**config.mk**
```make
export PLATFORM = sky130hd
export DESIGN_NAME = pct_ofifo
export DESIGN_NICKNAME = d
export VERILOG_FILES = /design/src/sv/pct_pkg.sv /design/src/sv/pct_ofifo.sv
export SDC_FILE = /design/constraint.sdc
export NUM_CORES = 1
export LEC_CHECK = 0
export ABC_CLOCK_PERIOD_IN_PS = 2400
export BUFFER_PORTS_ARGS = -buffer_cell sky130_fd_sc_hd__buf_2
export CORE_MARGIN = 2
export CORE_UTILIZATION = 40
export CTS_BUF_LIST = sky130_fd_sc_hd__clkbuf_4 sky130_fd_sc_hd__clkbuf_8
export DETAILED_ROUTE_END_ITERATION = 8
export SLEW_MARGIN = 30
export SYNTH_ARGS = -nofsm -noshare
export SYNTH_HDL_FRONTEND = slang
export SYNTH_SLANG_ARGS = --single-unit
```
**constraint.sdc**
```tcl
create_clock -name clk -period 2.4 [get_ports clk]
set_clock_uncertainty 0.15 [all_clocks]
set_input_delay 0.48 -clock clk [delete_from_list [all_inputs] [get_ports clk]]
set_output_delay 0.48 -clock clk [all_outputs]
set_load 0.005 [all_outputs]
```
**src/sv/pct_pkg.sv**
```systemverilog
package pct_pkg;

	// Field widths of the stream words.
	localparam int CMD_W   = 2;
	localparam int IDX_W   = 10;
	localparam int W_W     = 24;
	localparam int PIX_W   = 8;
	localparam int GAMMA_W = 16;
	localparam int ACC_W   = 42;
	localparam int PROD_W  = W_W + PIX_W + 1;
	localparam int DELTA_W = 16;

	// Learning rate after reset, about 0.01 in Q0.16.
	localparam logic [GAMMA_W-1:0] GAMMA_RESET = 16'd655;

	// Output queue depth; it also bounds the items in flight.
	localparam int OFIFO_DEPTH = 4;
	localparam int OFIFO_AW    = $clog2(OFIFO_DEPTH);
	localparam int OFIFO_CW    = OFIFO_AW + 1;

	// Result kinds carried on the output tuser.
	localparam logic KIND_DECISION = 1'b0;
	localparam logic KIND_READBACK = 1'b1;

	typedef enum logic [CMD_W-1:0] {
		CMD_WRITE    = 2'd0,
		CMD_CLASSIFY = 2'd1,
		CMD_TRAIN    = 2'd2,
		CMD_READ     = 2'd3
	} cmd_t;

	typedef enum logic [1:0] {
		SW_IDLE  = 2'd0,
		SW_RUN   = 2'd1,
		SW_DRAIN = 2'd2
	} sweep_state_t;

	typedef struct packed {
		logic                  mistake;
		logic                  predicted_positive;
		logic signed [W_W-1:0] read_weight;
		logic                  result_kind;
	} res_t;

	// Status from the accumulate pipeline to the rest of the block.
	typedef struct packed {
		logic hold;
		logic start;
		logic positive;
	} mac_stat_t;

	// Control from the update sequencer to the weight memory.
	typedef struct packed {
		logic busy;
		logic rd_en;
		logic wr_en;
	} sweep_ctl_t;

endpackage

```
**src/sv/pct_ofifo.sv**
```systemverilog
module pct_ofifo (
	input  logic                          clk,
	input  logic                          arst_n,
	input  logic                          push,
	input  pct_pkg::res_t                 push_data,
	input  logic                          pop,
	output logic                          not_empty,
	output pct_pkg::res_t                 head,
	output logic [pct_pkg::OFIFO_CW-1:0]  count
);
	import pct_pkg::*;

	res_t                entry_q [OFIFO_DEPTH];
	logic [OFIFO_AW-1:0] wr_ptr_q, rd_ptr_q;
	logic [OFIFO_CW-1:0] count_q;
	logic                do_pop;

	always_comb begin
		not_empty = (count_q != '0);
		do_pop    = pop && not_empty;
		head      = entry_q[rd_ptr_q];
		count     = count_q;
	end

	// Pointers and fill level; room is guaranteed by the input credit check.
	always_ff @(posedge clk or negedge arst_n) begin
		if (!arst_n) begin
			wr_ptr_q <= '0;
			rd_ptr_q <= '0;
			count_q  <= '0;
		end else begin
			if (push) wr_ptr_q <= wr_ptr_q + 1'b1;
			if (do_pop) rd_ptr_q <= rd_ptr_q + 1'b1;
			count_q <= count_q + OFIFO_CW'(push) - OFIFO_CW'(do_pop);
		end
	end

	always_ff @(posedge clk) begin
		if (push) entry_q[wr_ptr_q] <= push_data;
	end

endmodule

```
==> impl_metrics.env <==
export IMPL_synth_nets=213
export IMPL_outcome="complete, no violations"
export IMPL_cellPowerDensity_nw_per_um2=1189
export IMPL_async_flop_share_pct=6.087
export IMPL_ys_seq_area_share_pct=79.44
export IMPL_stdcell_count=409
export IMPL_antenna_found_initial=0
export IMPL_ios=62
export IMPL_drtAntennaViolNets=0
export IMPL_io_buffers=61
export IMPL_cp_start_kind="flip-flop"
export IMPL_synth_top_area_share_pct=75.37
export IMPL_yosys_top_cells_area="edfxtp_1, mux4_2, dfrtp_1"
export IMPL_wl_per_cell_um=17.65
export IMPL_max_cap_violations=0
export IMPL_first_pass_iters=4
export IMPL_worst_path_max_delay_cell="mux4_2"
export IMPL_cts_tree="built"
export IMPL_peakVddDrop_v=0.0005920
export IMPL_vias_per_cell=4.861
export IMPL_place_inst=376
export IMPL_dp_hpwl_um=4629
export IMPL_fin_crit_sh_pct=96.60
export IMPL_clock_path_buffers=2
export IMPL_std_cell_rows=37
export IMPL_crit_type="flip-flop to output port"
export IMPL_initial_core_util_pct=41.49
export IMPL_wirelength_um=7217
export IMPL_ys_types=19
export IMPL_cts_max_level=4
export IMPL_finalHoldViolCount=0
export IMPL_cellLeakagePower_nw=1.857
export IMPL_fin_util_pct=50.46
export IMPL_ys_dominant_reg_cell="edfxtp_1"
export IMPL_dieArea_sq_um=11600
export IMPL_synth_edf_count=108
export IMPL_ys_seq_elements=115
export IMPL_synthTopCellsByCount="edfxtp_1, mux4_2, dfrtp_1"
export IMPL_drv_slew=0
export IMPL_drt_iter0_markers=61
export IMPL_finalInstanceArea_sq_um=5233
export IMPL_chipHeight_um=107.7
export IMPL_slew_headroom_pct=68.94
export IMPL_synth_most_common_cell="edfxtp_1"
export IMPL_synthXorXnorAreaFrac_pct=1.018
export IMPL_yosysWarnings=0
export IMPL_fmaxAchievable_ghz=0.4313
export IMPL_layout_nets=298
export IMPL_drc=0
export IMPL_synthSimpleGateAreaFrac_pct=0.8142
export IMPL_grt_pass1_vias=2137
export IMPL_grt_pass1_wl_um=11280
export IMPL_fill_cells=864
export IMPL_antenna_cells=0
export IMPL_post_cts_buffers=0
export IMPL_synth_compound_area_share_pct=0.5234
export IMPL_cts_clk_slew_worst_paths_ns=0.07
export IMPL_min_period_ns=2.318
export IMPL_avgSynthCellArea_sq_um=24.59
export IMPL_synth_top_family_by_area="multiplexers"
export IMPL_crit_arrival_ns=1.69
export IMPL_numCtsBuffers=17
export IMPL_crit_fanout=15
export IMPL_die_width_um=107.7
export IMPL_worst_pin_slew_ns=0.4601
export IMPL_routabilityCongestion=0.6636
export IMPL_hold_path_class="input port to flip-flop"
export IMPL_setup_violations_final=0
export IMPL_synthMuxAreaShare_pct=14.22
export IMPL_syn_cell_area_sq_um=4303
export IMPL_num_vias=1988
export IMPL_end_kind="output port"
export IMPL_grt_ovfl_total=0
export IMPL_cts_sinks=115
export IMPL_grt_setup_unrepaired="yes"
export IMPL_syn_to_final_growth_pct=21.61
export IMPL_path_cells="buf_12 > mux4_2 > buf_2"
export IMPL_grt_max_degree=26
export IMPL_place_area_sq_um=4838
export IMPL_synth_adder_area_share_pct=2.210
export IMPL_clk_latency_ns=0.41
export IMPL_drive_gt1_share_pct=47.25
export IMPL_coreArea_sq_um=10370
export IMPL_worstPathRequired_ns=1.77
export IMPL_synth_cells=175
export IMPL_finalSetupTns_ns=0
export IMPL_cp_slowest_stage_delay_ns=0.53
export IMPL_power_total_mw=6.223
export IMPL_cts_root_buf="clkbuf_8"
export IMPL_yosys_area_top_type="edfxtp_1"
export IMPL_grt_use_total_pct=13.63
==> metal layers <==
layer,wire [um],track usage (%)
met4,73,4.670
met1,3191,17.42
met2,3589,21.70
met3,364,4.903
met5,0,0
==> sequential cells by signal, indices dropped and copies added, names as in the netlist <==
register / cells
entry_q: 108
count: 3
rd_ptr_q: 2
wr_ptr_q: 2
==> worst paths after layout <==
| path | start | cells past startpoint | endpoint | slack, ns |
|---|---|---|---|---|
| worst max-delay path | rd_ptr_q[0] | 3 | head[14] | 0.08 |
| worst min-delay path | push_data[10] | 1 | entry_q[3][10] | 0.13 |
| worst max register to register | count[1] | 7 | count[2] | 0.24 |
| worst min register to register | wr_ptr_q[0] | 1 | wr_ptr_q[0] | 0.40 |
| max in group asynchronous | arst_n | 2 | rd_ptr_q[0] | 1.64 |
| min in group asynchronous | arst_n | 2 | count[1] | 0.28 |
==> kinds of logic (layout without fill, tap and decap cells) <==
group	after synthesis	count (layout)
AO/OA/AOI/OAI	3	3
XOR/XNOR	5	5
adder cells (fa/ha/maj)	7	7
buffers and inverters	12	110
flip-flops	115	115
multiplexers	27	27
AND/OR/NAND/NOR	6	6
==> through the flow <==
stage | hold WS (ns) | worst slack, ns
CTS | 0.1027 | 0.003619
detailed placement | 0.1760 | 0.2346
finish | 0.1311 | 0.08164
floorplan | 0.03441 | 0.3051
global route | 0.1060 | -0.01228
global placement | 0.1721 | 0.2941
==> power by group <==
part           internal [mW]  switching [mW]  leakage (nW)  total, mW
clock                  0.909           0.749         0.186       1.66
sequential              2.64           0.129          1.07       2.77
combinational          0.943           0.854         0.598       1.80
==> repair_timing <==
item                                   4_1_cts  5_1_grt
setup endpoints to repair                   13       13
endpoints found under the hold margin        7        0
resized for setup                            2        2
hold buffers                                 1        0
==> worst max-delay path: cells and delay by family (launching register included) <==
kind,cells,cell delay [ns]
buffers and inverters,2,0.33
multiplexers,1,0.53
flip-flops,1,0.41
==> placed cells by master, fill, tap and decap left out, types with 2 or more instances in the layout <==
master / n
clkinv_4: 2
mux4_2: 27
clkinv_2: 5
buf_4: 6
ha_1: 6
dfrtp_1: 6
and2_1: 4
clkbuf_8: 17
buf_12: 4
clkinvlp_4: 3
buf_2: 61
clkinv_1: 2
bufinv_16: 2
edfxtp_1: 108
xor2_1: 2
xnor2_1: 3
inv_1: 6
==> final cells by class <==
class,instances,area [sq um],share of cell area [%]
flip-flops and latches,115,3420,65.35
multi-input cells,48,804.5,15.38
repair buffers,72,440.4,8.417
clock buffers,17,234.0,4.472
well taps,136,170.2,3.252
clock inverters,15,141.4,2.702
inverters,6,22.52,0.4304
Power figures use the tool's default switching activity.
