File: config.mk
export PLATFORM = sky130hd
export DESIGN_NAME = pct_mac
export DESIGN_NICKNAME = d
export VERILOG_FILES = /design/src/sv/pct_pkg.sv /design/src/sv/pct_mac.sv
export SDC_FILE = /design/constraint.sdc
export NUM_CORES = 1
export LEC_CHECK = 0
export ABC_AREA = 1
export CORE_UTILIZATION = 43
export DETAILED_ROUTE_END_ITERATION = 16
export DONT_BUFFER_PORTS = 1
export MAX_ROUTING_LAYER = met4
export PLACE_DENSITY_LB_ADDON = 0.08
export SYNTH_ARGS = -nofsm -noshare
export SYNTH_HDL_FRONTEND = slang
export SYNTH_SLANG_ARGS = --single-unit
File: constraint.sdc
create_clock -name clk -period 6.55 [get_ports clk]
set_input_delay 0 -clock clk [delete_from_list [all_inputs] [get_ports clk]]
set_output_delay 0 -clock clk [all_outputs]
set_load 0.03 [all_outputs]
File: src/sv/pct_pkg.sv
package pct_pkg;

	// Field widths of the stream words.
	localparam int CMD_W   = 2;
	localparam int IDX_W   = 10;
	localparam int W_W     = 24;
	localparam int PIX_W   = 8;
	localparam int GAMMA_W = 16;
	localparam int ACC_W   = 42;
	localparam int PROD_W  = W_W + PIX_W + 1;
	localparam int DELTA_W = 16;

	// Learning rate after reset, about 0.01 in Q0.16.
	localparam logic [GAMMA_W-1:0] GAMMA_RESET = 16'd655;

	// Output queue depth; it also bounds the items in flight.
	localparam int OFIFO_DEPTH = 4;
	localparam int OFIFO_AW    = $clog2(OFIFO_DEPTH);
	localparam int OFIFO_CW    = OFIFO_AW + 1;

	// Result kinds carried on the output tuser.
	localparam logic KIND_DECISION = 1'b0;
	localparam logic KIND_READBACK = 1'b1;

	typedef enum logic [CMD_W-1:0] {
		CMD_WRITE    = 2'd0,
		CMD_CLASSIFY = 2'd1,
		CMD_TRAIN    = 2'd2,
		CMD_READ     = 2'd3
	} cmd_t;

	typedef enum logic [1:0] {
		SW_IDLE  = 2'd0,
		SW_RUN   = 2'd1,
		SW_DRAIN = 2'd2
	} sweep_state_t;

	typedef struct packed {
		logic                  mistake;
		logic                  predicted_positive;
		logic signed [W_W-1:0] read_weight;
		logic                  result_kind;
	} res_t;

	// Status from the accumulate pipeline to the rest of the block.
	typedef struct packed {
		logic hold;
		logic start;
		logic positive;
	} mac_stat_t;

	// Control from the update sequencer to the weight memory.
	typedef struct packed {
		logic busy;
		logic rd_en;
		logic wr_en;
	} sweep_ctl_t;

endpackage

File: src/sv/pct_mac.sv
module pct_mac (
	input  logic                          clk,
	input  logic                          arst_n,
	input  logic                          in_valid,
	input  pct_pkg::cmd_t                 in_cmd,
	input  logic [pct_pkg::PIX_W-1:0]     in_pixel,
	input  logic                          in_target,
	input  logic                          in_last,
	input  logic                          in_range,
	input  logic signed [pct_pkg::W_W-1:0] w_rdata,
	output logic                          push,
	output pct_pkg::res_t                 res,
	output pct_pkg::mac_stat_t            stat,
	output logic [1:0]                    inflight
);
	import pct_pkg::*;

	localparam logic signed [ACC_W-1:0] ACC_MAX = {1'b0, {(ACC_W-1){1'b1}}};
	localparam logic signed [ACC_W-1:0] ACC_MIN = {1'b1, {(ACC_W-1){1'b0}}};

	logic                    v_s1, v_s2;
	cmd_t                    cmd_s1, cmd_s2;
	logic [PIX_W-1:0]        pix_s1;
	logic                    tgt_s1, tgt_s2;
	logic                    last_s1, last_s2;
	logic                    rng_s1;
	logic signed [PROD_W-1:0] prod_s2;
	logic signed [W_W-1:0]   rw_s2;
	logic signed [ACC_W-1:0] dot_sum_q;

	logic signed [PROD_W-1:0] prod;
	logic signed [ACC_W:0]   sum;
	logic signed [ACC_W-1:0] acc_sat;
	logic                    is_end;
	logic                    pred;
	logic                    miss;

	// Stage 1 holds the item while the weight memory answers.
	always_ff @(posedge clk or negedge arst_n) begin
		if (!arst_n) begin
			v_s1 <= 1'b0;
		end else begin
			v_s1 <= in_valid;
		end
	end

	always_ff @(posedge clk) begin
		cmd_s1  <= in_cmd;
		pix_s1  <= in_pixel;
		tgt_s1  <= in_target;
		last_s1 <= in_last;
		rng_s1  <= in_range;
	end

	// Weight times pixel; an out-of-range position or a readback adds nothing.
	always_comb begin
		prod = w_rdata * $signed({1'b0, pix_s1});
		if (!rng_s1 || cmd_s1 == CMD_READ) begin
			prod = '0;
		end
	end

	always_ff @(posedge clk or negedge arst_n) begin
		if (!arst_n) begin
			v_s2 <= 1'b0;
		end else begin
			v_s2 <= v_s1;
		end
	end

	always_ff @(posedge clk) begin
		prod_s2 <= prod;
		rw_s2   <= rng_s1 ? w_rdata : '0;
		cmd_s2  <= cmd_s1;
		tgt_s2  <= tgt_s1;
		last_s2 <= last_s1;
	end

	// Saturating accumulate and the decision on the final pixel.
	always_comb begin
		sum = (ACC_W+1)'(dot_sum_q) + (ACC_W+1)'(prod_s2);
		if (sum[ACC_W] != sum[ACC_W-1]) begin
			acc_sat = sum[ACC_W] ? ACC_MIN : ACC_MAX;
		end else begin
			acc_sat = sum[ACC_W-1:0];
		end
		is_end = v_s2 && last_s2 && cmd_s2 != CMD_READ;
		pred   = ~acc_sat[ACC_W-1];
		miss   = (cmd_s2 == CMD_TRAIN) && (pred != tgt_s2);
	end

	always_ff @(posedge clk or negedge arst_n) begin
		if (!arst_n) begin
			dot_sum_q <= '0;
		end else if (v_s2) begin
			dot_sum_q <= is_end ? '0 : acc_sat;
		end
	end

	// Result word and status for the update sequencer.
	always_comb begin
		push = v_s2 && (cmd_s2 == CMD_READ || is_end);
		if (cmd_s2 == CMD_READ) begin
			res.result_kind        = KIND_READBACK;
			res.read_weight        = rw_s2;
			res.predicted_positive = 1'b0;
			res.mistake            = 1'b0;
		end else begin
			res.result_kind        = KIND_DECISION;
			res.read_weight        = '0;
			res.predicted_positive = pred;
			res.mistake            = miss;
		end
		stat.hold     = (v_s1 && last_s1 && cmd_s1 == CMD_TRAIN) ||
		                (v_s2 && last_s2 && cmd_s2 == CMD_TRAIN);
		stat.start    = is_end && miss;
		stat.positive = tgt_s2;
		inflight      = {1'b0, v_s1} + {1'b0, v_s2};
	end

endmodule

==> flow_summary.yaml <==
routing:
  drt_pass1_iterations: 7
  viasPerCell: 4.775
  drcViolationCount: 0
  drt_iter0_markers: 593
  ant_nets: 0
  routed_wl_um: 37210
  vias: 12190
  avgRoutedWirePerCell_um: 14.58
cts:
  cts_made_buffers: 17
  cts_tree: "done"
  cts_max_level: 4
  clk_path_buf_depth: 2
  clkTransAtPathRegs_ps: 60
  cts_sinks: 118
  postCtsSetupBuffers: 0
  root_buffer: "clkbuf_16"
  clock_latency_ps: 440
critical_path:
  end_kind: "flip-flop"
  worstRegToRegCells: 16
  crit_end: "prod_s2[29]$_SDFF_PP0_"
  worstPathArrival_ps: 5780
  r2r-start: "pix_s1[0]$_DFF_P_"
  critPathRequiredTime_ps: 6910
  critPathKind: "reg -> reg"
  r2r_end: "prod_s2[29]$_SDFF_PP0_"
  critPathLaunchType: "flip-flop"
  worst-r2r-setup-slack_ps: 1130
  crit_start: "pix_s1[0]$_DFF_P_"
  crit_path_max_fanout: 24
placement:
  routabilityCongestion: 0.9166
  hpwl_um: 29590
  numPortBuffers: 0
  dpl_cell_area_mm2: 0.01462
sta:
  timing.hold.ws_ps: 75.49
  clock.fmax_mhz: 184.3
  setup_violations: 0
  skew_ps: 19.61
  worst_pin_slew_ps: 1183
  hold_viol: 0
  finalCritPeriodShare_pct: 82.82
  tns_ps: 0
  fin_crit_ps: 5425
  maxSlewViolCount: 0
  slew_headroom_pct: 20.95
  rsz0062_at_grt: "false"
synthesis:
  synth_edf_count: 0
  synth_area_leader_cell: "fa_1"
  synth_cell_types: 45
  syn-cell-area_mm2: 0.01434
  synth_ff_type: "dfxtp_1"
  syn_nets: 2398
  avgSynthCellArea_um2: 6.834
  synthTopCellsByArea: "fa_1 21%, nand2_1 18%, inv_1 13%, dfxtp_1 10%, ha_1 9.5%"
  synth-seq-cells: 118
  seq_area_frac_synth_pct: 18.01
  ys.warnings.count: 0
  ys_async_sr_fraction_pct: 37.29
  syn_inst: 2098
  synth_top_area_share_pct: 21.08
floorplan:
  rows: 66
  die_w_um: 184.6
  coreArea_mm2: 0.03270
  die_h_um: 184.6
  io_pins: 73
  die_area_mm2: 0.03408
  initial_core_util_pct: 43.85
pwr:
  p_leak_nw: 9.279
  vdd_ir_drop_max_v: 0.0002219
  powerDensity_mw_per_mm2: 410.0
cells_and_area:
  drive_above_1_share_pct: 3.839
  antenna_cells: 0
  num-nets-final: 2397
  final_cell_mix: "673 x nand2_1, 493 x inv_1, 151 x fa_1, 134 x nor2_1, 109 x ha_1"
  final_common_cell: "nand2_1"
  area_growth_pct: 8.874
  finalInstanceArea_mm2: 0.01561
global_routing:
  grt_pass1_wl_um: 61990
  grt_pass1_vias: 12420
  track_usage_pct: 23.88
  antenna_found_initial: 0
  grt.overflow.total: 0
  grt_start_max_net_pins: 45
hold_path:
  hp-class: "in -> async"
run:
  maxCapViolCount: 0
status:
  status: "completed"
-- kinds of logic after synthesis --
group / Yosys count / share of synthesized area, %
buf+inv: 561 / 15.14
xor+xnor: 31 / 1.894
compound gates: 178 / 6.998
fa+ha+maj: 260 / 30.59
simple gates: 950 / 27.36
flops: 118 / 18.01
-- critical path: stages (launching register included) --
cell	delay, ps
dfxtp_1	970
nand2_1	320
fa_1	780
inv_1	90
fa_1	470
fa_1	550
inv_1	50
fa_1	470
inv_1	40
ha_1	380
nand2_1	130
nor2_1	300
nand2_1	80
or2_2	290
nand3_1	180
o21ai_0	110
a21oi_1	160
-- timing repair --
action,in CTS,in global routing
hold endpoints to repair,84,0
gates resized for setup,0,0
hold buffers,40,0
-- metrics by stage --
stage	utilization, %	total power [mW]	cells	setup slack, ps
after floorplan	-	4.478	2098	2135
after global placement	44.70	5.424	2480	1165
after detailed placement	44.70	5.433	2480	1115
after CTS	47.74	6.439	2552	1092
after global routing	47.74	7.144	2552	698.2
final	47.74	6.401	2552	1125
-- registers in the layout, summed over array words and instances, names as in the netlist --
signal and cells:
cmd_s1 2, cmd_s2 2, dot_sum_q 42, last_s1 1, last_s2 1, pix_s1 8, prod_s2 33, rng_s1 1
rw_s2 24, tgt_s1 1, tgt_s2 1, v_s1 1, v_s2 1
-- power breakdown --
part           switching [mW]  internal, mW  total, mW
Combinational            2.85          1.57       4.42
Clock                   0.423         0.507      0.930
Sequential              0.134         0.920       1.05
Total                    3.41          2.99       6.40
-- routing by layer --
metal | track usage [%] | wire (µm) | vias up
li1 | - | - | 6224
met1 | 29.92 | 17870 | 5728
met2 | 40.56 | 17780 | 201
met3 | 3.260 | 1059 | 33
met4 | 5.884 | 503 | 0
met5 | - | 0 | -
-- worst min path at each step --
stage	startpoint	endpoint	slack, ps	cells after the start
global route	arst_n	dot_sum_q[9]$_DFFE_PN0P_	90	2
CTS	in_pixel[5]	pix_s1[5]$_DFF_P_	70	1
floorplan	arst_n	dot_sum_q[0]$_DFFE_PN0P_	-300	0
detailed placement	arst_n	dot_sum_q[2]$_DFFE_PN0P_	-290	0
global placement	arst_n	dot_sum_q[2]$_DFFE_PN0P_	-290	0
finish	arst_n	dot_sum_q[6]$_DFFE_PN0P_	80	2
-- Yosys cell counts (10+ instances only) --
library cell	number
nand2_1	673
inv_1	493
fa_1	151
nor2_1	134
ha_1	109
a21oi_1	93
dfxtp_1	74
nand3_1	68
clkbuf_1	50
dfrtp_1	44
o21ai_0	43
xnor2_1	22
nand4_1	19
nand3_2	16
o21bai_1	15
nor2_2	10
-- area by class of cell --
cell class | instances | area [µm²]
clock buffers | 17 | 425.4
clock inverters | 15 | 151.4
fillers | 3394 | 17090
inverters | 497 | 1866
multi-input cells | 1419 | 9585
flip-flops and latches | 118 | 2582
well taps | 442 | 553.0
repair buffers | 44 | 447.9
Note: power is estimated with default switching activity, not from simulation.
