`config.mk`:
```
export PLATFORM = sky130hd
export DESIGN_NAME = pct_sweep
export DESIGN_NICKNAME = d
export VERILOG_FILES = /design/src/sv/pct_pkg.sv /design/src/sv/pct_sweep.sv
export SDC_FILE = /design/constraint.sdc
export NUM_CORES = 1
export LEC_CHECK = 0
export BUFFER_PORTS_ARGS = -buffer_cell sky130_fd_sc_hd__buf_2
export CAP_MARGIN = 20
export CORE_MARGIN = 8
export CORE_UTILIZATION = 50
export DETAILED_ROUTE_END_ITERATION = 8
export GPL_ROUTABILITY_DRIVEN = 0
export MAX_ROUTING_LAYER = met4
export PLACE_DENSITY_LB_ADDON = 0.1
export SLEW_MARGIN = 0
export SYNTH_ARGS = -nofsm -noshare
export SYNTH_HDL_FRONTEND = slang
export SYNTH_SLANG_ARGS = --single-unit
```
`constraint.sdc`:
```
create_clock -name clk -period 3.9 [get_ports clk]
set_input_delay 0.39 -clock clk [delete_from_list [all_inputs] [get_ports clk]]
set_output_delay 0.39 -clock clk [all_outputs]
set_load 0.005 [all_outputs]
```
`src/sv/pct_pkg.sv`:
```
package pct_pkg;

	// Field widths of the stream words.
	localparam int CMD_W   = 2;
	localparam int IDX_W   = 10;
	localparam int W_W     = 24;
	localparam int PIX_W   = 8;
	localparam int GAMMA_W = 16;
	localparam int ACC_W   = 42;
	localparam int PROD_W  = W_W + PIX_W + 1;
	localparam int DELTA_W = 16;

	// Learning rate after reset, about 0.01 in Q0.16.
	localparam logic [GAMMA_W-1:0] GAMMA_RESET = 16'd655;

	// Output queue depth; it also bounds the items in flight.
	localparam int OFIFO_DEPTH = 4;
	localparam int OFIFO_AW    = $clog2(OFIFO_DEPTH);
	localparam int OFIFO_CW    = OFIFO_AW + 1;

	// Result kinds carried on the output tuser.
	localparam logic KIND_DECISION = 1'b0;
	localparam logic KIND_READBACK = 1'b1;

	typedef enum logic [CMD_W-1:0] {
		CMD_WRITE    = 2'd0,
		CMD_CLASSIFY = 2'd1,
		CMD_TRAIN    = 2'd2,
		CMD_READ     = 2'd3
	} cmd_t;

	typedef enum logic [1:0] {
		SW_IDLE  = 2'd0,
		SW_RUN   = 2'd1,
		SW_DRAIN = 2'd2
	} sweep_state_t;

	typedef struct packed {
		logic                  mistake;
		logic                  predicted_positive;
		logic signed [W_W-1:0] read_weight;
		logic                  result_kind;
	} res_t;

	// Status from the accumulate pipeline to the rest of the block.
	typedef struct packed {
		logic hold;
		logic start;
		logic positive;
	} mac_stat_t;

	// Control from the update sequencer to the weight memory.
	typedef struct packed {
		logic busy;
		logic rd_en;
		logic wr_en;
	} sweep_ctl_t;

endpackage

```
`src/sv/pct_sweep.sv`:
```
module pct_sweep #(
	parameter int NUM_PIXELS = 784,
	parameter int AW         = 10
) (
	input  logic                            clk,
	input  logic                            arst_n,
	input  logic                            start,
	input  logic                            positive,
	input  logic [pct_pkg::GAMMA_W-1:0]     gamma,
	input  logic signed [pct_pkg::W_W-1:0]  w_rdata,
	input  logic [pct_pkg::PIX_W-1:0]       i_rdata,
	output pct_pkg::sweep_ctl_t             ctl,
	output logic [AW-1:0]                   rd_addr,
	output logic [AW-1:0]                   wr_addr,
	output logic signed [pct_pkg::W_W-1:0]  wr_data
);
	import pct_pkg::*;

	localparam logic [AW-1:0] LAST_ADDR = AW'(NUM_PIXELS - 1);
	localparam logic signed [W_W-1:0] W_MAX = {1'b0, {(W_W-1){1'b1}}};
	localparam logic signed [W_W-1:0] W_MIN = {1'b1, {(W_W-1){1'b0}}};
	localparam int SCALE_W = GAMMA_W + PIX_W;

	sweep_state_t state_q, state_next;
	logic [AW-1:0]          cnt_q;
	logic                   positive_q;
	logic                   v_u1, v_u2;
	logic [AW-1:0]          a_u1, a_u2;
	logic [DELTA_W-1:0]     delta_u2;
	logic signed [W_W-1:0]  w_u2;

	logic [SCALE_W-1:0]     scaled;
	logic signed [W_W:0]    upd;

	// Next state of the sweep sequencer.
	always_comb begin
		state_next = state_q;
		unique case (state_q)
			SW_IDLE: begin
				if (start) state_next = SW_RUN;
			end
			SW_RUN: begin
				if (cnt_q == LAST_ADDR) state_next = SW_DRAIN;
			end
			SW_DRAIN: begin
				if (!v_u1 && !v_u2) state_next = SW_IDLE;
			end
			default: state_next = SW_IDLE;
		endcase
	end

	// Sequencer outputs.
	always_comb begin
		ctl.busy  = 1'b1;
		ctl.rd_en = 1'b0;
		unique case (state_q)
			SW_IDLE:  ctl.busy  = 1'b0;
			SW_RUN:   ctl.rd_en = 1'b1;
			SW_DRAIN: ctl.rd_en = 1'b0;
			default:  ctl.busy  = 1'b0;
		endcase
		ctl.wr_en = v_u2;
		rd_addr   = cnt_q;
	end

	always_ff @(posedge clk or negedge arst_n) begin
		if (!arst_n) begin
			state_q <= SW_IDLE;
			cnt_q   <= '0;
			v_u1    <= 1'b0;
			v_u2    <= 1'b0;
		end else begin
			state_q <= state_next;
			if (state_q == SW_RUN) begin
				cnt_q <= cnt_q + 1'b1;
			end else begin
				cnt_q <= '0;
			end
			v_u1 <= ctl.rd_en;
			v_u2 <= v_u1;
		end
	end

	// Direction of the update is fixed by the target of the failed image.
	always_ff @(posedge clk) begin
		if (start && state_q == SW_IDLE) begin
			positive_q <= positive;
		end
	end

	// Step size gamma times pixel, rounded half up to Q.16.
	always_comb begin
		scaled = gamma * i_rdata + SCALE_W'(128);
	end

	always_ff @(posedge clk) begin
		a_u1     <= cnt_q;
		a_u2     <= a_u1;
		delta_u2 <= scaled[SCALE_W-1:PIX_W];
		w_u2     <= w_rdata;
	end

	// Move the weight and clamp it to the signed weight range.
	always_comb begin
		if (positive_q) begin
			upd = (W_W+1)'(w_u2) + $signed({1'b0, (W_W)'(delta_u2)});
		end else begin
			upd = (W_W+1)'(w_u2) - $signed({1'b0, (W_W)'(delta_u2)});
		end
		if (upd[W_W] != upd[W_W-1]) begin
			wr_data = upd[W_W] ? W_MIN : W_MAX;
		end else begin
			wr_data = upd[W_W-1:0];
		end
		wr_addr = a_u2;
	end

endmodule

```
==> results of run 1 <==
layout by cell type (no fill, tap or decap), types with 6 or more instances in the layout:
cell type and n:
buf_4 127, inv_1 120, fa_1 78, and2_1 76, ha_1 70, buf_2 69
dfxtp_1 59, nand2_1 43, buf_6 34, and2_4 31, xnor2_1 31, a21oi_1 29
xor2_1 23, maj3_2 23, a21o_1 20, a21oi_2 17, nor2_1 14, dfrtp_1 14
o21ai_0 12, nand3_1 11, nand4_1 10, clkbuf_16 10, a31oi_1 9, ha_4 9
inv_2 8, o21ai_1 8, o21a_1 6, and3_4 6, fa_2 6
power by group through the flow:
stage	combinational (W)	sequential (W)	clock [W]
3_5_place_dp	0.00421	0.000992	0
6_report	0.00507	0.000976	0.000850
3_3_place_gp	0.00419	0.000991	0
4_1_cts	0.00454	0.000976	0.000874
5_1_grt	0.00562	0.000988	0.000910
2_1_floorplan	0.00283	0.000998	0
layout make-up:
type	instances	area share [%]
clock buffers	9	2.089
clock inverters	7	0.7890
inverters	128	4.456
multi-input cells	621	58.49
flip-flops and latches	75	14.68
well taps	216	2.506
repair buffers	238	16.99
layer usage:
layer / vias up / global-route usage, %
met3: 17 / 2.991
li1: 3238 / -
met1: 2996 / 24.56
met5: - / -
met4: 0 / 4.070
met2: 128 / 32.75
timing repair:
action / CTS / global route
hold buffers: 1 / 0
cloned: 4 / 1
pin swaps: 80 / 41
hold endpoints to repair: 14 / 0
resized for setup: 95 / 82
setup endpoints to repair: 35 / 35
buffers inserted: 18 / 11
critical path, stage by stage (launching register included):
cell and delay, ns:
dfxtp_2 0.32, or4_4 0.55, nor3_4 0.14, nor4b_4 0.23
buf_6 0.15, a31oi_4 0.08, xor2_1 0.16, ha_1 0.31
a21o_1 0.18, a21o_1 0.15, a21o_1 0.17, a2111o_1 0.43
a221oi_2 0.27, xnor2_1 0.11, maj3_2 0.29, buf_2 0.13
cells by family after synthesis:
kind of cell / synth area share (%)
XOR/XNOR: 6.635
adder cells (fa/ha/maj): 37.73
flip-flops: 20.06
multiplexers: 0.1428
buffers and inverters: 7.857
AO/OA/AOI/OAI: 11.89
AND/OR/NAND/NOR: 15.68
worst min path at each step:
stage / from / endpoint / slack (ns)
2_1_floorplan: arst_n / rd_addr[0] / 0.09
3_3_place_gp: arst_n / rd_addr[9] / 0.30
3_5_place_dp: arst_n / rd_addr[9] / 0.30
4_1_cts: w_rdata[21] / w_u2[21] / 0.13
5_1_grt: w_rdata[20] / w_u2[20] / 0.14
6_report: w_rdata[21] / w_u2[21] / 0.15
through the flow:
step / std cells / cell area (sq um)
2_1_floorplan: 849 / 8143
3_3_place_gp: 1244 / 9537
3_5_place_dp: 1244 / 9537
4_1_cts: 1282 / 10320
5_1_grt: 1294 / 10780
6_report: 1294 / 10780
registers in the layout, indices dropped and copies added, names as in the netlist:
register and flops:
rd_addr 10, delta_u2 16, state_q 2, w_u2 24, v_u2 1, v_u1 1, positive_q 1, a_u1 10
wr_addr 10
==> results.json, run 1 <==
{
  "status": "finished, violations left",
  "violations": "setup timing",
  "grt_max_degree": 25,
  "drc_errors": 0,
  "synth_warnings": 0,
  "drt_iter0_drc": 183,
  "power_per_cell_area_nw_per_um2": 639.7,
  "setup_viol": 32,
  "yosysTopAreaCell": "fa_1",
  "via_per_inst": 4.930,
  "relSlewSlack_pct": 73.53,
  "vias": 6379,
  "start_util_pct": 50.35,
  "fp-row-count": 46,
  "max-cap-violations": 0,
  "critPathRequiredTime_ns": 3.51,
  "max_freq_ghz": 0.2272,
  "async_reset_ff_share_pct": 18.67,
  "register_area_sq_um": 1583,
  "grt_pass1_wl_mm": 31.13,
  "ys_ff_latch": 75,
  "grt-ovfl-total": 0,
  "rr_worst_depth": 5,
  "clk_pin_slew_worst_paths_ns": 0.06,
  "r2r-end": "state_q[1]",
  "dieHeight_um": 141.6,
  "finalHoldViolCount": 0,
  "antenna_cells": 0,
  "routedWlPerCell_um": 14.62,
  "wl_mm": 18.91,
  "setup_tns_ns": -11.71,
  "tritoncts": "done",
  "syn_to_final_growth_pct": 36.79,
  "n_fill_cell": 1271,
  "antenna_found_initial": 0,
  "yosysMostFrequentCell": "inv_1",
  "worstSetupStartpointType": "register",
  "track_usage_pct": 19.52,
  "cts_sinks": 75,
  "synth_flop_cell": "dfxtp_1",
  "avgSynthCellArea_sq_um": 9.285,
  "rsz0062_at_grt": "true",
  "intPower_w": 0.004094,
  "switching_share_pct": 40.65,
  "clock_path_buffers": 2,
  "multi_input_area_sq_um": 6307,
  "critPathMaxFanout": 4,
  "ys_types": 60,
  "critPathCapture": "wr_data[22]",
  "wl_met3_um": 735,
  "synthCells": 849,
  "finalMaxSlewViolations": 0,
  "worstPathArrival_ns": 4.01,
  "die-area_sq_um": 20040,
  "whs_ns": 0.1478,
  "cts_buffers": 9,
  "io_buffers": 98,
  "setup_ws_ns": -0.5005,
  "nets": 1292,
  "worst_setup_path_end_kind": "primary output",
  "routed-wl-met2_mm": 9.225,
  "highest_layer": "met4",
  "synth_edf_count": 1,
  "htree_levels": 3,
  "total_power_w": 0.006898,
  "firstDrtPassIters": 4,
  "layout-drive-gt1-share_pct": 37.29,
  "hold_class": "in2reg",
  "path_class": "reg2out",
  "power.share.sequential_pct": 14.2,
  "synth.area.top_cells": "fa_1, dfxtp_1, ha_1",
  "combPwrFrac_pct": 73.5,
  "ys_top_cells_by_count": "inv_1, and2_1, fa_1",
  "synth_fp_nets": 1068,
  "fin_crit_ns": 4.400,
  "pre_cts_ws_ns": -0.6783,
  "die_w_um": 141.6,
  "finalCritPeriodShare_pct": 112.8,
  "ff2ff_setup_slack_ns": 2.44,
  "r2r-start": "rd_addr[0]",
  "insertion_delay_ns": 0.34,
  "io_pins": 99,
  "coreArea_sq_um": 15660,
  "syn_area_sq_um": 7883,
  "wl_met1_mm": 8.753,
  "p_switching_w": 0.002804,
  "cp-startpoint": "delta_u2[4]",
  "peakVddDrop_mv": 0.3899,
  "ys_seq_area_share_pct": 20.06,
  "hold_depth": 1,
  "p_leak_nw": 5.266,
  "postRouteAntennaNets": 0,
  "final_core_util_pct": 68.88,
  "clock_power_share_pct": 12.3,
  "post-dp-hpwl_mm": 14.52,
  "yosysTopAreaCellShare_pct": 21.33,
  "skew_ns": 0.008865,
  "grt_pass1_vias": 6535,
  "worstMarginPinSlew_ns": 0.3929,
  "clockRootBuffer": "clkbuf_16"
}
No activity file was read; power rests on OpenSTA's default activity.
==> inputs of run 2 (changes only) <==
==> constraint.sdc (replaced) <==
create_clock -name clk -period 4.05 [get_ports clk]
set_input_delay 0.405 -clock clk [delete_from_list [all_inputs] [get_ports clk]]
set_output_delay 0.405 -clock clk [all_outputs]
set_load 0.005 [all_outputs]
==> run 2 against run 1 <==
  * The run still ends with setup timing left
  * Highest routed layer unchanged
  * Combinational power down 13%
  * Hold slack better by 0.018 ns
  * Clock power up 9.2%
  * Via count down 1.4%
  * Non-clock buffer count down 18
  * Die area unchanged
  * Sequential power down 3.8%
==> results.json, run 2 (synthesized netlist as in run 1, its figures left out) <==
{
  "dieHeight_um": 141.6,
  "via_per_inst": 4.940,
  "wl_mm": 18.21,
  "grt-ovfl-total": 0,
  "status": "finished, violations left",
  "die_w_um": 141.6,
  "layout_commonest_cell": "inv_1",
  "drt_iter0_drc": 192,
  "worst_setup_path_end_kind": "primary output",
  "io_pins": 99,
  "fin_crit_ns": 4.424,
  "relSlewSlack_pct": 64.96,
  "p_leak_nw": 5.114,
  "nets": 1271,
  "largest_register": "w_u2",
  "largest_reg_flops": 24,
  "die-area_sq_um": 20040,
  "p_switching_w": 0.002502,
  "insertion_delay_ns": 0.34,
  "antenna_found_initial": 0,
  "skew_ns": 0.006169,
  "slowest_delay_ns": 0.55,
  "whs_ns": 0.1658,
  "grt_pass1_vias": 6471,
  "track_usage_pct": 18.95,
  "firstDrtPassIters": 4,
  "finalCritPeriodShare_pct": 109.2,
  "max_freq_ghz": 0.2260,
  "n_fill_cell": 1343,
  "htree_levels": 3,
  "final_core_util_pct": 66.27,
  "pre_cts_ws_ns": -0.5271,
  "rsz0062_at_grt": "true",
  "cts_sinks": 75,
  "critPathRequiredTime_ns": 3.64,
  "routedWlPerCell_um": 14.30,
  "coreArea_sq_um": 15660,
  "hold_class": "in2reg",
  "max-cap-violations": 0,
  "peakVddDrop_mv": 0.3550,
  "setup_viol": 26,
  "clock_path_buffers": 2,
  "drc_errors": 0,
  "clock_power_share_pct": 14.7,
  "start_util_pct": 50.35,
  "finalHoldViolCount": 0,
  "fp-row-count": 46,
  "io_buffers": 98,
  "post-dp-hpwl_mm": 14.36,
  "critPathSlowestCell": "or4_4",
  "grt_pass1_wl_mm": 30.27,
  "postRouteAntennaNets": 0,
  "clk_pin_slew_worst_paths_ns": 0.06,
  "switching_share_pct": 39.71,
  "critPathMaxFanout": 6,
  "most-common-layout-cells": "inv_1, buf_4, and2_1, buf_2, fa_1",
  "worstPathArrival_ns": 4.02,
  "setup_ws_ns": -0.3738,
  "finalMaxSlewViolations": 0,
  "violations": "setup timing",
  "power.share.sequential_pct": 14.9,
  "reg_top3": "w_u2: 24 flops, delta_u2: 16 flops",
  "clockRootBuffer": "clkbuf_16",
  "path_cells": "or4_4 > nor3_4 > nor4b_4 > buf_4 > buf_4 > buf_4 > a21oi_1 > ha_1 > buf_4 > nand2_1 > nor2_2 > a21oi_2 > o22ai_2 > a211oi_2 > xnor2_2 > bufbuf_16 > maj3_2 > buf_2",
  "power_per_cell_area_nw_per_um2": 607.2,
  "vias": 6289,
  "worstMarginPinSlew_ns": 0.5213,
  "layout-drive-gt1-share_pct": 33.59,
  "timing.critical_path.mode_cell": "buf_4",
  "cts_buffers": 9,
  "combPwrFrac_pct": 70.4,
  "syn_to_final_growth_pct": 31.62,
  "worstSetupStartpointType": "register",
  "intPower_w": 0.003799,
  "path_class": "reg2out",
  "setup_tns_ns": -7.812,
  "antenna_cells": 0,
  "tritoncts": "done",
  "grt_max_degree": 24
}
-- run 2: cell types whose count changed in the layout (fill, tap and decap cells not counted), moves of 3 or more --
| cell | previous run | this run |
|---|---|---|
| a21oi_1 | 29 | 35 |
| buf_6 | 34 | 12 |
| ha_1 | 70 | 73 |
| a21oi_4 | 4 | 1 |
| and2_1 | 76 | 85 |
| a21oi_2 | 17 | 14 |
| o21ai_0 | 12 | 15 |
| o21ai_1 | 8 | 5 |
| and3_4 | 6 | 1 |
| and2_4 | 31 | 22 |
| buf_4 | 127 | 116 |
| buf_2 | 69 | 84 |
-- run 2: repair_timing --
action,CTS,global route
endpoints found under the setup margin,34,38
cloned,3,1
setup buffers,18,8
pin swaps,45,52
hold endpoints to repair,14,0
hold buffers,1,0
resized for setup,49,61
-- run 2: power by group through the flow --
stage          sequential [W]  clock (W)  combinational (W)
2_1_floorplan        0.000961          0            0.00271
3_3_place_gp         0.000953          0            0.00395
3_5_place_dp         0.000954          0            0.00399
4_1_cts              0.000940   0.000958            0.00425
5_1_grt              0.000951   0.000985            0.00501
6_report             0.000939   0.000928            0.00443
-- run 2: path summary, 6_finish.rpt --
check | startpoint | endpoint | slack (ns) | cells past startpoint
min | w_rdata[11] | w_u2[11] | 0.17 | 1
max | delta_u2[4] | wr_data[17] | -0.37 | 18
min in group asynchronous | arst_n | rd_addr[4] | 0.53 | 2
min reg2reg | a_u1[5] | wr_addr[5] | 0.33 | 0
max reg2reg | rd_addr[0] | state_q[1] | 2.60 | 5
max in group asynchronous | arst_n | rd_addr[8] | 3.27 | 2
-- run 2: metrics by stage --
stage	total power (W)	area [sq um]	cells
detailed placement	0.004942	9412	1230
global placement	0.004906	9412	1230
global route	0.006942	10380	1273
floorplan	0.003673	8128	849
CTS	0.006143	10110	1267
finish	0.006300	10380	1273
-- run 2: worst max-delay path, delay by kind of cell, from the launching register on --
kind	cells	cell delay, ns
xor+xnor	1	0.18
simple gates	5	1.01
buf+inv	6	1.00
fa+ha+maj	2	0.64
flops	1	0.31
compound gates	4	0.55
-- run 2: layer usage --
layer  GRT usage, %  up-vias  share of wire [%]
met5              -        -                  0
met2          30.27      136                 46
met1          24.28     2949                 47
li1               -     3183                  -
met4          4.862        0                1.5
met3          3.696       21                5.4
-- run 2: cell type report --
class | count | area [sq um] | share of cell area [%]
clock inverters | 7 | 123.9 | 1.194
well taps | 216 | 270.3 | 2.605
repair buffers | 220 | 1607 | 15.48
flip-flops and latches | 75 | 1583 | 15.26
multi-input cells | 618 | 6086 | 58.66
inverters | 128 | 480.5 | 4.631
clock buffers | 9 | 225.2 | 2.171
